==> config.mk <==
export PLATFORM = sky130hd
export DESIGN_NAME = md5_message_digest
export DESIGN_NICKNAME = d
export VERILOG_FILES = /design/src/sv/md5_pkg.sv /design/src/sv/md5_ram.sv /design/src/sv/md5_datapath.sv /design/src/sv/md5_ctrl.sv /design/src/sv/md5_message_digest.sv
export VERILOG_INCLUDE_DIRS = /design/src /design/src/sv
export SDC_FILE = /design/constraint.sdc
export NUM_CORES = 2
export LEC_CHECK = 0
export BUFFER_PORTS_ARGS = -buffer_cell sky130_fd_sc_hd__buf_2
export CORE_ASPECT_RATIO = 1.2
export CORE_MARGIN = 5
export CORE_UTILIZATION = 26
export CTS_CLUSTER_SIZE = 40
export DETAILED_ROUTE_END_ITERATION = 7
export HOLD_SLACK_MARGIN = 0.02
export MAX_ROUTING_LAYER = met4
export PLACE_DENSITY = 0.46
export SETUP_SLACK_MARGIN = 0.3
export SLEW_MARGIN = 10
export SYNTH_ARGS = -nofsm -noshare
export SYNTH_HDL_FRONTEND = slang
export SYNTH_SLANG_ARGS = --single-unit
==> constraint.sdc <==
create_clock -name clock -period 9.66 [get_ports clock]
set_input_delay 1.932 -clock clock [delete_from_list [all_inputs] [get_ports clock]]
set_output_delay 1.932 -clock clock [all_outputs]
set_load 0.05 [all_outputs]
==> src/sv/assert_macros.svh <==
// Assertion macros shared by the MD5 digest RTL.
// Takes nothing from other files; included by the modules that carry assertions.
`ifndef ASSERT_MACROS_SVH
`define ASSERT_MACROS_SVH

// Same-cycle implication, disabled while reset is high.
`define MD5_ASSERT_IMPL(label, clk, rst, ante, cons) \
   label: assert property (@(posedge clk) disable iff (rst) (ante) |-> (cons)) \
      else $error("md5 same-cycle check failed");

// Next-cycle implication, disabled while reset is high.
`define MD5_ASSERT_NEXT(label, clk, rst, ante, cons) \
   label: assert property (@(posedge clk) disable iff (rst) (ante) |=> (cons)) \
      else $error("md5 next-cycle check failed");

`endif

==> src/sv/md5_pkg.sv <==
`timescale 1ns / 1ps
// Package for the MD5 digest block: payload types, controller commands and status,
// round constants and round helper functions. Depends on nothing.
package md5_pkg;

   localparam int BLOCK_BYTES   = 64;
   localparam int BLOCK_WORDS   = BLOCK_BYTES / 4;
   localparam int POS_W         = $clog2(BLOCK_BYTES);
   localparam int WADDR_W       = $clog2(BLOCK_WORDS);
   localparam int ROUNDS        = 64;
   localparam int ROUND_W       = $clog2(ROUNDS);
   localparam int BIT_COUNT_W   = 64;
   localparam int BYTE_COUNT_W  = BIT_COUNT_W - 3;
   localparam int WORD_IDX_W    = 2;

   // Function codes of an input transfer.
   localparam logic FUNC_ABSORB = 1'b0;
   localparam logic FUNC_FINISH = 1'b1;

   localparam logic [7:0] PAD_BYTE = 8'h80;

   // Byte position of the final message or padding byte of a block, and the
   // position after which the length field begins.
   localparam logic [POS_W-1:0] LAST_POS     = POS_W'(BLOCK_BYTES - 1);
   localparam logic [POS_W-1:0] LAST_PAD_POS = POS_W'(BLOCK_BYTES - 9);

   localparam logic [WADDR_W-1:0] LEN_LO_WORD = WADDR_W'(BLOCK_WORDS - 2);
   localparam logic [WADDR_W-1:0] LEN_HI_WORD = WADDR_W'(BLOCK_WORDS - 1);

   localparam logic [WORD_IDX_W-1:0] LAST_WORD = '1;
   localparam logic [ROUND_W-1:0]    LAST_ROUND = '1;

   localparam logic [31:0] CHAIN_INIT [4] = '{
      32'h67452301, 32'hefcdab89, 32'h98badcfe, 32'h10325476
   };

   localparam logic [31:0] ROUND_CONST [ROUNDS] = '{
      32'd3614090360, 32'd3905402710, 32'd606105819,  32'd3250441966,
      32'd4118548399, 32'd1200080426, 32'd2821735955, 32'd4249261313,
      32'd1770035416, 32'd2336552879, 32'd4294925233, 32'd2304563134,
      32'd1804603682, 32'd4254626195, 32'd2792965006, 32'd1236535329,
      32'd4129170786, 32'd3225465664, 32'd643717713,  32'd3921069994,
      32'd3593408605, 32'd38016083,   32'd3634488961, 32'd3889429448,
      32'd568446438,  32'd3275163606, 32'd4107603335, 32'd1163531501,
      32'd2850285829, 32'd4243563512, 32'd1735328473, 32'd2368359562,
      32'd4294588738, 32'd2272392833, 32'd1839030562, 32'd4259657740,
      32'd2763975236, 32'd1272893353, 32'd4139469664, 32'd3200236656,
      32'd681279174,  32'd3936430074, 32'd3572445317, 32'd76029189,
      32'd3654602809, 32'd3873151461, 32'd530742520,  32'd3299628645,
      32'd4096336452, 32'd1126891415, 32'd2878612391, 32'd4237533241,
      32'd1700485571, 32'd2399980690, 32'd4293915773, 32'd2240044497,
      32'd1873313359, 32'd4264355552, 32'd2734768916, 32'd1309151649,
      32'd4149444226, 32'd3174756917, 32'd718787259,  32'd3951481745
   };

   localparam logic [4:0] ROT_AMOUNT [16] = '{
      5'd7, 5'd12, 5'd17, 5'd22, 5'd5, 5'd9,  5'd14, 5'd20,
      5'd4, 5'd11, 5'd16, 5'd23, 5'd6, 5'd10, 5'd15, 5'd21
   };

   typedef struct packed {
      logic       func;
      logic [7:0] data_byte;
   } md5_req_type;

   typedef struct packed {
      logic [31:0]           digest_word;
      logic [WORD_IDX_W-1:0] word_index;
      logic                  last_word;
   } md5_rsp_type;

   // Source of a byte entering the block buffer.
   typedef enum logic [1:0] {
      SRC_DATA,
      SRC_PAD,
      SRC_ZERO
   } md5_src_type;

   typedef struct packed {
      logic                  absorb_en;
      md5_src_type           src;
      logic                  save_len;
      logic                  len_lo;
      logic                  len_hi;
      logic                  comp_load;
      logic                  comp_round;
      logic                  comp_add;
      logic                  chain_init;
      logic [ROUND_W-1:0]    round;
      logic [ROUND_W-1:0]    rd_round;
      logic [WORD_IDX_W-1:0] emit_idx;
   } md5_cmd_type;

   typedef struct packed {
      logic [POS_W-1:0] pos;
   } md5_sts_type;

   // Index of the message word used in a given round.
   function automatic logic [WADDR_W-1:0] msg_index(input logic [ROUND_W-1:0] k);
      logic [3:0] k4;
      logic [3:0] g;
      k4 = k[3:0];
      case (k[5:4])
         2'd0:    g = k4;
         2'd1:    g = k4 + (k4 << 2) + 4'd1;
         2'd2:    g = k4 + (k4 << 1) + 4'd5;
         default: g = (k4 << 3) - k4;
      endcase
      return g;
   endfunction

   // Boolean function of one round.
   function automatic logic [31:0] round_fn(input logic [ROUND_W-1:0] k,
                                            input logic [31:0] b,
                                            input logic [31:0] c,
                                            input logic [31:0] d);
      logic [31:0] f;
      case (k[5:4])
         2'd0:    f = (b & c) | (~b & d);
         2'd1:    f = (b & d) | (c & ~d);
         2'd2:    f = b ^ c ^ d;
         default: f = c ^ (b | ~d);
      endcase
      return f;
   endfunction

   function automatic logic [31:0] rotl32(input logic [31:0] x, input logic [4:0] n);
      logic [63:0] wide;
      wide = {x, x} << n;
      return wide[63:32];
   endfunction

endpackage

==> src/sv/md5_ram.sv <==
`timescale 1ns / 1ps
// Generic single-port-write, single-port-read RAM with a registered read.
// Depends on nothing.
module md5_ram #(
   parameter int WIDTH = 32,
   parameter int DEPTH = 16
) (
   input  logic                     clock,
   input  logic                     wr_en,
   input  logic [$clog2(DEPTH)-1:0] wr_addr,
   input  logic [WIDTH-1:0]         wr_data,
   input  logic [$clog2(DEPTH)-1:0] rd_addr,
   output logic [WIDTH-1:0]         rd_data
);

   logic [WIDTH-1:0] mem_ff [DEPTH];
   logic [WIDTH-1:0] rd_data_ff;

   always_ff @(posedge clock) begin
      if (wr_en) begin
         mem_ff[wr_addr] <= wr_data;
      end
      rd_data_ff <= mem_ff[rd_addr];
   end

   assign rd_data = rd_data_ff;

endmodule

==> src/sv/md5_datapath.sv <==
`timescale 1ns / 1ps
// MD5 datapath: byte gathering, block buffer, length counter, round logic and chaining words.
// Depends on md5_pkg, md5_ram and assert_macros.svh.
`include "assert_macros.svh"

module md5_datapath (
   input  logic                 clock,
   input  logic                 reset,
   input  md5_pkg::md5_cmd_type cmd,
   input  logic [7:0]           data_byte,
   output md5_pkg::md5_sts_type sts,
   output md5_pkg::md5_rsp_type rsp
);

   logic [md5_pkg::BYTE_COUNT_W-1:0] cnt_ff, cnt_in;
   logic [md5_pkg::BYTE_COUNT_W-1:0] saved_ff, saved_in;
   logic [31:0]                      acc_ff, acc_in;
   logic [31:0]                      wk_ff [4];
   logic [31:0]                      wk_in [4];
   logic [31:0]                      ch_ff [4];
   logic [31:0]                      ch_in [4];

   logic [md5_pkg::POS_W-1:0]   pos;
   logic [7:0]                  new_byte;
   logic                        wr_en;
   logic [md5_pkg::WADDR_W-1:0] wr_addr;
   logic [31:0]                 wr_data;
   logic [md5_pkg::WADDR_W-1:0] rd_addr;
   logic [31:0]                 msg_word;
   logic [31:0]                 f_val;
   logic [31:0]                 sum;
   logic [31:0]                 new_b;
   logic [md5_pkg::BIT_COUNT_W-1:0] len_bits;

   assign pos = cnt_ff[md5_pkg::POS_W-1:0];
   assign sts.pos = pos;
   assign len_bits = {saved_ff, 3'b000};

   always_comb begin
      case (cmd.src)
         md5_pkg::SRC_DATA: new_byte = data_byte;
         md5_pkg::SRC_PAD:  new_byte = md5_pkg::PAD_BYTE;
         default:           new_byte = 8'h00;
      endcase
   end

   // Bytes shift in from the top so that the first byte of a word lands lowest.
   always_comb begin
      acc_in   = cmd.absorb_en ? {new_byte, acc_ff[31:8]} : acc_ff;
      saved_in = cmd.save_len ? cnt_ff : saved_ff;
      if (cmd.chain_init) begin
         cnt_in = '0;
      end else if (cmd.absorb_en) begin
         cnt_in = cnt_ff + 1'b1;
      end else begin
         cnt_in = cnt_ff;
      end
   end

   always_comb begin
      wr_en   = (cmd.absorb_en && (pos[1:0] == 2'd3)) || cmd.len_lo || cmd.len_hi;
      wr_addr = pos[md5_pkg::POS_W-1:2];
      wr_data = {new_byte, acc_ff[31:8]};
      if (cmd.len_lo) begin
         wr_addr = md5_pkg::LEN_LO_WORD;
         wr_data = len_bits[31:0];
      end else if (cmd.len_hi) begin
         wr_addr = md5_pkg::LEN_HI_WORD;
         wr_data = len_bits[63:32];
      end
   end

   assign rd_addr = md5_pkg::msg_index(cmd.rd_round);

   md5_ram #(
      .WIDTH(32),
      .DEPTH(md5_pkg::BLOCK_WORDS)
   ) u_block_ram (
      .clock  (clock),
      .wr_en  (wr_en),
      .wr_addr(wr_addr),
      .wr_data(wr_data),
      .rd_addr(rd_addr),
      .rd_data(msg_word)
   );

   always_comb begin
      f_val = md5_pkg::round_fn(cmd.round, wk_ff[1], wk_ff[2], wk_ff[3]);
      sum   = wk_ff[0] + f_val + md5_pkg::ROUND_CONST[cmd.round] + msg_word;
      new_b = wk_ff[1] + md5_pkg::rotl32(sum,
                 md5_pkg::ROT_AMOUNT[{cmd.round[5:4], cmd.round[1:0]}]);
   end

   always_comb begin
      wk_in = wk_ff;
      if (cmd.comp_load) begin
         wk_in = ch_ff;
      end else if (cmd.comp_round) begin
         wk_in[0] = wk_ff[3];
         wk_in[1] = new_b;
         wk_in[2] = wk_ff[1];
         wk_in[3] = wk_ff[2];
      end
   end

   always_comb begin
      ch_in = ch_ff;
      if (cmd.chain_init) begin
         ch_in = md5_pkg::CHAIN_INIT;
      end else if (cmd.comp_add) begin
         for (int i = 0; i < 4; i++) begin
            ch_in[i] = ch_ff[i] + wk_ff[i];
         end
      end
   end

   always_ff @(posedge clock) begin
      if (reset) begin
         cnt_ff <= '0;
         ch_ff  <= md5_pkg::CHAIN_INIT;
      end else begin
         cnt_ff <= cnt_in;
         ch_ff  <= ch_in;
      end
   end

   always_ff @(posedge clock) begin
      acc_ff   <= acc_in;
      saved_ff <= saved_in;
      wk_ff    <= wk_in;
   end

   assign rsp.digest_word = ch_ff[cmd.emit_idx];
   assign rsp.word_index  = cmd.emit_idx;
   assign rsp.last_word   = (cmd.emit_idx == md5_pkg::LAST_WORD);

   `MD5_ASSERT_NEXT(a_cnt_clear, clock, reset, cmd.chain_init, cnt_ff == '0)
   `MD5_ASSERT_NEXT(a_cnt_step, clock, reset, cmd.absorb_en && !cmd.chain_init, cnt_ff == $past(cnt_ff) + 1'b1)
   `MD5_ASSERT_IMPL(a_round_quiet, clock, reset, cmd.comp_round, !cmd.absorb_en && !wr_en)

endmodule

==> src/sv/md5_ctrl.sv <==
`timescale 1ns / 1ps
// MD5 controller: sequences absorbing, padding, length insertion, the 64 rounds and digest output.
// Depends on md5_pkg and assert_macros.svh.
`include "assert_macros.svh"

module md5_ctrl (
   input  logic                 clock,
   input  logic                 reset,
   input  logic                 req_valid,
   output logic                 req_stall,
   input  logic                 req_func,
   output logic                 rsp_valid,
   input  logic                 rsp_stall,
   input  md5_pkg::md5_sts_type sts,
   output md5_pkg::md5_cmd_type cmd
);

   typedef enum logic [2:0] {
      S_IDLE,
      S_PAD,
      S_LEN_LO,
      S_LEN_HI,
      S_LOAD,
      S_ROUND,
      S_ADD,
      S_EMIT
   } state_type;

   state_type                         state_ff, state_in;
   state_type                         ret_ff, ret_in;
   logic [md5_pkg::ROUND_W-1:0]       round_ff, round_in;
   logic [md5_pkg::WORD_IDX_W-1:0]    word_ff, word_in;
   logic                              first_pad_ff, first_pad_in;

   always_comb begin
      state_in     = state_ff;
      ret_in       = ret_ff;
      round_in     = round_ff;
      word_in      = word_ff;
      first_pad_in = first_pad_ff;
      cmd          = '0;
      cmd.src      = md5_pkg::SRC_DATA;
      cmd.round    = round_ff;
      cmd.rd_round = round_ff + 1'b1;
      cmd.emit_idx = word_ff;

      unique case (state_ff)
         S_IDLE: begin
            if (req_valid) begin
               if (req_func == md5_pkg::FUNC_FINISH) begin
                  cmd.save_len = 1'b1;
                  first_pad_in = 1'b1;
                  state_in     = S_PAD;
               end else begin
                  cmd.absorb_en = 1'b1;
                  if (sts.pos == md5_pkg::LAST_POS) begin
                     ret_in   = S_IDLE;
                     state_in = S_LOAD;
                  end
               end
            end
         end
         S_PAD: begin
            cmd.absorb_en = 1'b1;
            cmd.src       = first_pad_ff ? md5_pkg::SRC_PAD : md5_pkg::SRC_ZERO;
            first_pad_in  = 1'b0;
            if (sts.pos == md5_pkg::LAST_POS) begin
               ret_in   = S_PAD;
               state_in = S_LOAD;
            end else if (sts.pos == md5_pkg::LAST_PAD_POS) begin
               state_in = S_LEN_LO;
            end
         end
         S_LEN_LO: begin
            cmd.len_lo = 1'b1;
            state_in   = S_LEN_HI;
         end
         S_LEN_HI: begin
            cmd.len_hi = 1'b1;
            ret_in     = S_EMIT;
            state_in   = S_LOAD;
         end
         S_LOAD: begin
            cmd.comp_load = 1'b1;
            cmd.rd_round  = '0;
            round_in      = '0;
            state_in      = S_ROUND;
         end
         S_ROUND: begin
            cmd.comp_round = 1'b1;
            round_in       = round_ff + 1'b1;
            if (round_ff == md5_pkg::LAST_ROUND) begin
               state_in = S_ADD;
            end
         end
         S_ADD: begin
            cmd.comp_add = 1'b1;
            word_in      = '0;
            state_in     = ret_ff;
         end
         S_EMIT: begin
            if (!rsp_stall) begin
               word_in = word_ff + 1'b1;
               if (word_ff == md5_pkg::LAST_WORD) begin
                  cmd.chain_init = 1'b1;
                  state_in       = S_IDLE;
               end
            end
         end
         default: begin
            state_in = S_IDLE;
         end
      endcase
   end

   always_ff @(posedge clock) begin
      if (reset) begin
         state_ff     <= S_IDLE;
         ret_ff       <= S_IDLE;
         round_ff     <= '0;
         word_ff      <= '0;
         first_pad_ff <= 1'b0;
      end else begin
         state_ff     <= state_in;
         ret_ff       <= ret_in;
         round_ff     <= round_in;
         word_ff      <= word_in;
         first_pad_ff <= first_pad_in;
      end
   end

   assign req_stall = (state_ff != S_IDLE);
   assign rsp_valid = (state_ff == S_EMIT);

   `MD5_ASSERT_IMPL(a_no_overlap, clock, reset, rsp_valid, req_stall)
   `MD5_ASSERT_NEXT(a_rounds_end, clock, reset, (state_ff == S_ROUND) && (round_ff == md5_pkg::LAST_ROUND), state_ff == S_ADD)
   `MD5_ASSERT_NEXT(a_emit_done, clock, reset, rsp_valid && !rsp_stall && (word_ff == md5_pkg::LAST_WORD), !rsp_valid && !req_stall)

endmodule

==> src/sv/md5_message_digest.sv <==
`timescale 1ns / 1ps
// Top level of the MD5 message digest block: controller and datapath.
// Depends on md5_pkg, md5_ctrl and md5_datapath.

// MD5 over a byte stream. Each input transfer either absorbs one message byte
// (func = 0) or finishes the message (func = 1). An absorb transfer that
// completes a 64-byte block also runs the compression: a load of the working
// words, 64 rounds and an add into the chaining words. A finish transfer
// writes the 0x80 byte and zero bytes one per cycle up to byte 56 of a block
// (plus a compression if the padding spills into a new block), writes the
// 64-bit bit count as its low and then its high word, compresses once more
// and then offers the four digest words A to D as four result transfers, the
// least significant byte of each word being the first digest byte. After the
// last word is taken the chaining words and the byte count return to their
// initial values. The rate is set by the single round unit, which does one
// MD5 round per cycle reading one message word per cycle from a 16-word block
// buffer RAM. While any of this work is under way req_stall is high; no
// further input transfer is taken until all four result transfers have
// completed.
module md5_message_digest (
   input  logic                 clock,
   input  logic                 reset,
   input  logic                 req_valid,
   output logic                 req_stall,
   input  md5_pkg::md5_req_type req_item,
   output logic                 rsp_valid,
   input  logic                 rsp_stall,
   output md5_pkg::md5_rsp_type rsp_item
);

   md5_pkg::md5_cmd_type cmd;
   md5_pkg::md5_sts_type sts;

   // The controller sees only the function code; the data byte goes straight
   // to the datapath and is written in the same cycle as the transfer.
   md5_ctrl u_ctrl (
      .clock    (clock),
      .reset    (reset),
      .req_valid(req_valid),
      .req_stall(req_stall),
      .req_func (req_item.func),
      .rsp_valid(rsp_valid),
      .rsp_stall(rsp_stall),
      .sts      (sts),
      .cmd      (cmd)
   );

   // The result payload is read from the chaining registers, which hold still
   // while a result transfer is stalled.
   md5_datapath u_datapath (
      .clock    (clock),
      .reset    (reset),
      .cmd      (cmd),
      .data_byte(req_item.data_byte),
      .sts      (sts),
      .rsp      (rsp_item)
   );

endmodule
==> run_results.csv <==
group,metric,value,unit
timing,transition_time_of_the_tightest_slew_check_pin,1.17,ns
timing,total_setup_violations_reported_at_the_end_of_the_flow,0,
floorplanning,row_count,187,
clock_network,clkTransAtPathRegs,0.06,ns
final_layout,layout-area-overhead-vs-synth,16.7,%
synth,seq_area_frac_synth,0.471,
drt,final_antenna_net_count,0,
timing,final_hold_viol_count,0,
synth,post_synth_instance_area,56200,um^2
timing,final_cycle_share,0.931,
critical_path,startpoint_kind_of_the_worst_setup_timing_path,"flop",
placement,finalWeightedCongestion,0.911,
drt,drt_first_iter_violations,3353,
critical_path,worstPathBufferInverterCount,7,
synth,synth_top_cells_by_area,"sky130_fd_sc_hd__edfxtp_1 39%, sky130_fd_sc_hd__dfxtp_1 8.4%, sky130_fd_sc_hd__nand2_1 7.2%",
worst_hold_path,hp-class,"reg2reg",
critical_path,kind_of_cell_with_the_highest_combined_delay_on_the_critical_path,"compound AO/OA/AOI/OAI gates",
critical_path,worstPathRequired,10.12,ns
clock_network,clock_tree.root_cell,"sky130_fd_sc_hd__clkbuf_16",
placement,port-buffer-count,49,
clock_network,tritoncts.num_buffers,108,
global_route,grt_start_max_net_pins,137,
global_route,grt_pass1_wl,290000,um
global_route,first_global_vias,43000,
timing,finalWorstPathRequiredPeriod,8.99,ns
critical_path,slowest_stage,"sky130_fd_sc_hd__fa_1",
global_route,grt.overflow.total,0,
floorplanning,floorplan.core_area,216000,um^2
timing,achievable-frequency,111,MHz
final_layout,num-fill-cells,22500,
global_route,antenna_violations_before_repair,2,
global_route,global_route.usage.met3,0.0168,
placement,hpwl_after_detailed_placement,136000,um
global_route,grt_use_total,0.174,
floorplanning,num_io_pins,50,
global_route,grt-busiest-layer,"met2",
clock_network,clk-insertion-delay-late,0.81,ns
clock_network,h-tree-depth,3,
critical_path,timing.critical_path.mode_cell,"sky130_fd_sc_hd__buf_4",
drt,vias,44600,
drt,detail_route.vias_per_cell,5.02,
drt,post-route-drc-count,0,
timing,timing.final.max_slew_violations,0,
drt,total_wire_length,198000,um
synth,synth_cells,5824,
final_layout,ratio_of_cells_with_drive_above_1_in_the_final_layout,0.129,
timing,tns,0,ns
synth,ys_seq_elements,960,
final_layout,final_core_utilization,0.304,
drt,wl_per_cell,22.3,um
floorplanning,initial_standard_cell_utilization_of_the_core,0.261,
synth,synth_most_common_cell,"sky130_fd_sc_hd__nand2_1",
synth,synth-async-reset-ratio,0,
critical_path,slowest_delay,0.54,ns
synth,synthesis.area_per_instance,9.65,um^2
clock_network,clock_sink_count,960,
timing,grt_setup_unrepaired,"no",
floorplanning,floorplan.die_area,226000,um^2
job,max-cap-violations,0,
status,status,"finished, final reports clean",
synth,synth_edf_count,725,
timing,max-slew-margin-rel,0.213,
final_layout,nets,6246,
drt,first_pass_iters,8,
timing,worst_clock_skew_on_the_final_layout,0.111,ns
floorplanning,chipWidth,434,um
synth,netlist_top_cells_count,"1,075 x sky130_fd_sc_hd__nand2_1, 725 x sky130_fd_sc_hd__edfxtp_1, 488 x sky130_fd_sc_hd__a21oi_1, 357 x sky130_fd_sc_hd__nor2_1, 294 x sky130_fd_sc_hd__clkbuf_1",
synth,synth-warning-count,0,
synth,yosys.area.top_type,"sky130_fd_sc_hd__edfxtp_1",
critical_path,criticalPathCategory,"reg2reg",
critical_path,critPathCaptureType,"flop",
synth,synth_top_flop_cell,"sky130_fd_sc_hd__edfxtp_1",
synth,synth.distinct_cells,107,
clock_network,tritoncts_clock_tree,"yes",
clock_network,cts.hold.buffers_added,0,
synth,syn_nets,6121,
synth,yosysTopAreaCellShare,0.387,
critical_path,crit_fanout,39,
global_route,grt_util_met1,0.219,
global_route,met2_usage_in_global_routing,0.296,
floorplanning,die_height,519,um
clock_network,ctsLongestPathBuffers,3,
critical_path,arrival,9.45,ns
logic make-up after synthesis:
| logic type | Yosys count | share of synthesized area |
|---|---|---|
| flops | 960 | 0.471 |
| buf+inv | 574 | 0.0417 |
| xor+xnor | 259 | 0.0404 |
| compound gates | 1550 | 0.175 |
| fa+ha+maj | 285 | 0.0725 |
| mux | 157 | 0.0378 |
| simple gates | 2039 | 0.161 |
per-stage QoR:
stage          instance area (um^2)  instances  hold slack [ns]  setup slack [ns]
3_5_place_dp                  61100       8646            0.436            0.0281
4_1_cts                       64800       8852            0.446             0.302
6_report                      65600       8881            0.455             0.667
3_3_place_gp                  61100       8646            0.430            0.0415
2_1_floorplan                 56200       5824            0.406             0.314
5_1_grt                       65600       8879            0.456             0.261
flip-flops by register name, summed over array words and instances, names as in the netlist:
register / flops
u_datapath.cnt_ff: 61
u_ctrl.first_pad_ff: 1
u_ctrl.round_ff: 6
u_ctrl.ret_ff: 2
u_datapath.acc_ff: 24
u_datapath.saved_ff: 61
u_ctrl.state_ff: 3
u_datapath.u_block_ram.rd_data: 32
u_datapath.u_block_ram.mem_ff: 512
u_ctrl.word_ff: 2
u_datapath.ch_ff: 128
u_datapath.wk_ff: 128
layout by cell type (no fill, tap or decap), drive strengths merged, types with 84 or more instances in the layout:
master / instances
nand3: 84
and2: 149
inv: 226
a211oi: 203
nand2: 1076
xor2: 135
ha: 216
clkbuf: 157
o21ai: 298
xnor2: 124
edfxtp: 725
nor3: 130
dfxtp: 235
a31oi: 138
nor2: 357
a21oi: 489
buf: 363
mux2i: 94
area by class of cell:
class                      instances  area, um^2  area share
timing repair inverter             1        5.00   0.0000763
clock inverter                    49         641     0.00976
sequential                       960       26500       0.404
multi-input combinational       4290       28100       0.429
inverter                         223         855      0.0130
antenna                            3        7.51    0.000114
clock buffer                     155        3020      0.0460
tap                             2835        3550      0.0541
timing repair buffer             365        2900      0.0442
layer usage:
metal	vias up	routed length [um]
met4	0	6880
met1	22100	85600
met2	911	98500
li1	21400	-
met3	285	7280
met5	-	0
worst register-to-register path, delay by kind of cell, from the launching register on:
kind / cells / cell delay [ns]
simple gates: 4 / 1.11
flops: 1 / 0.39
fa+ha+maj: 4 / 1.60
xor+xnor: 3 / 0.48
buf+inv: 7 / 0.94
compound gates: 20 / 4.10
worst paths after layout:
path,slack [ns],cells past startpoint,from,to
min reg2reg,0.46,0,u_datapath.acc_ff[18],u_datapath.acc_ff[10]
max reg2reg,0.67,38,u_ctrl.round_ff[3],u_datapath.wk_ff[95]
max,0.67,38,u_ctrl.round_ff[3],u_datapath.wk_ff[95]
min,0.46,0,u_datapath.acc_ff[18],u_datapath.acc_ff[10]
what timing repair did:
item | CTS | global route
pin swaps | 2 | 28
hold endpoints to repair | 0 | 0
gates resized for setup | 4 | 129
setup buffers | 2 | 23
endpoints found under the setup margin | 6 | 14
cloned | 0 | 3
Power is left out: the tool's default activity adds up to more than one toggle a clock period on the data nets, which glitch-free logic cannot reach.
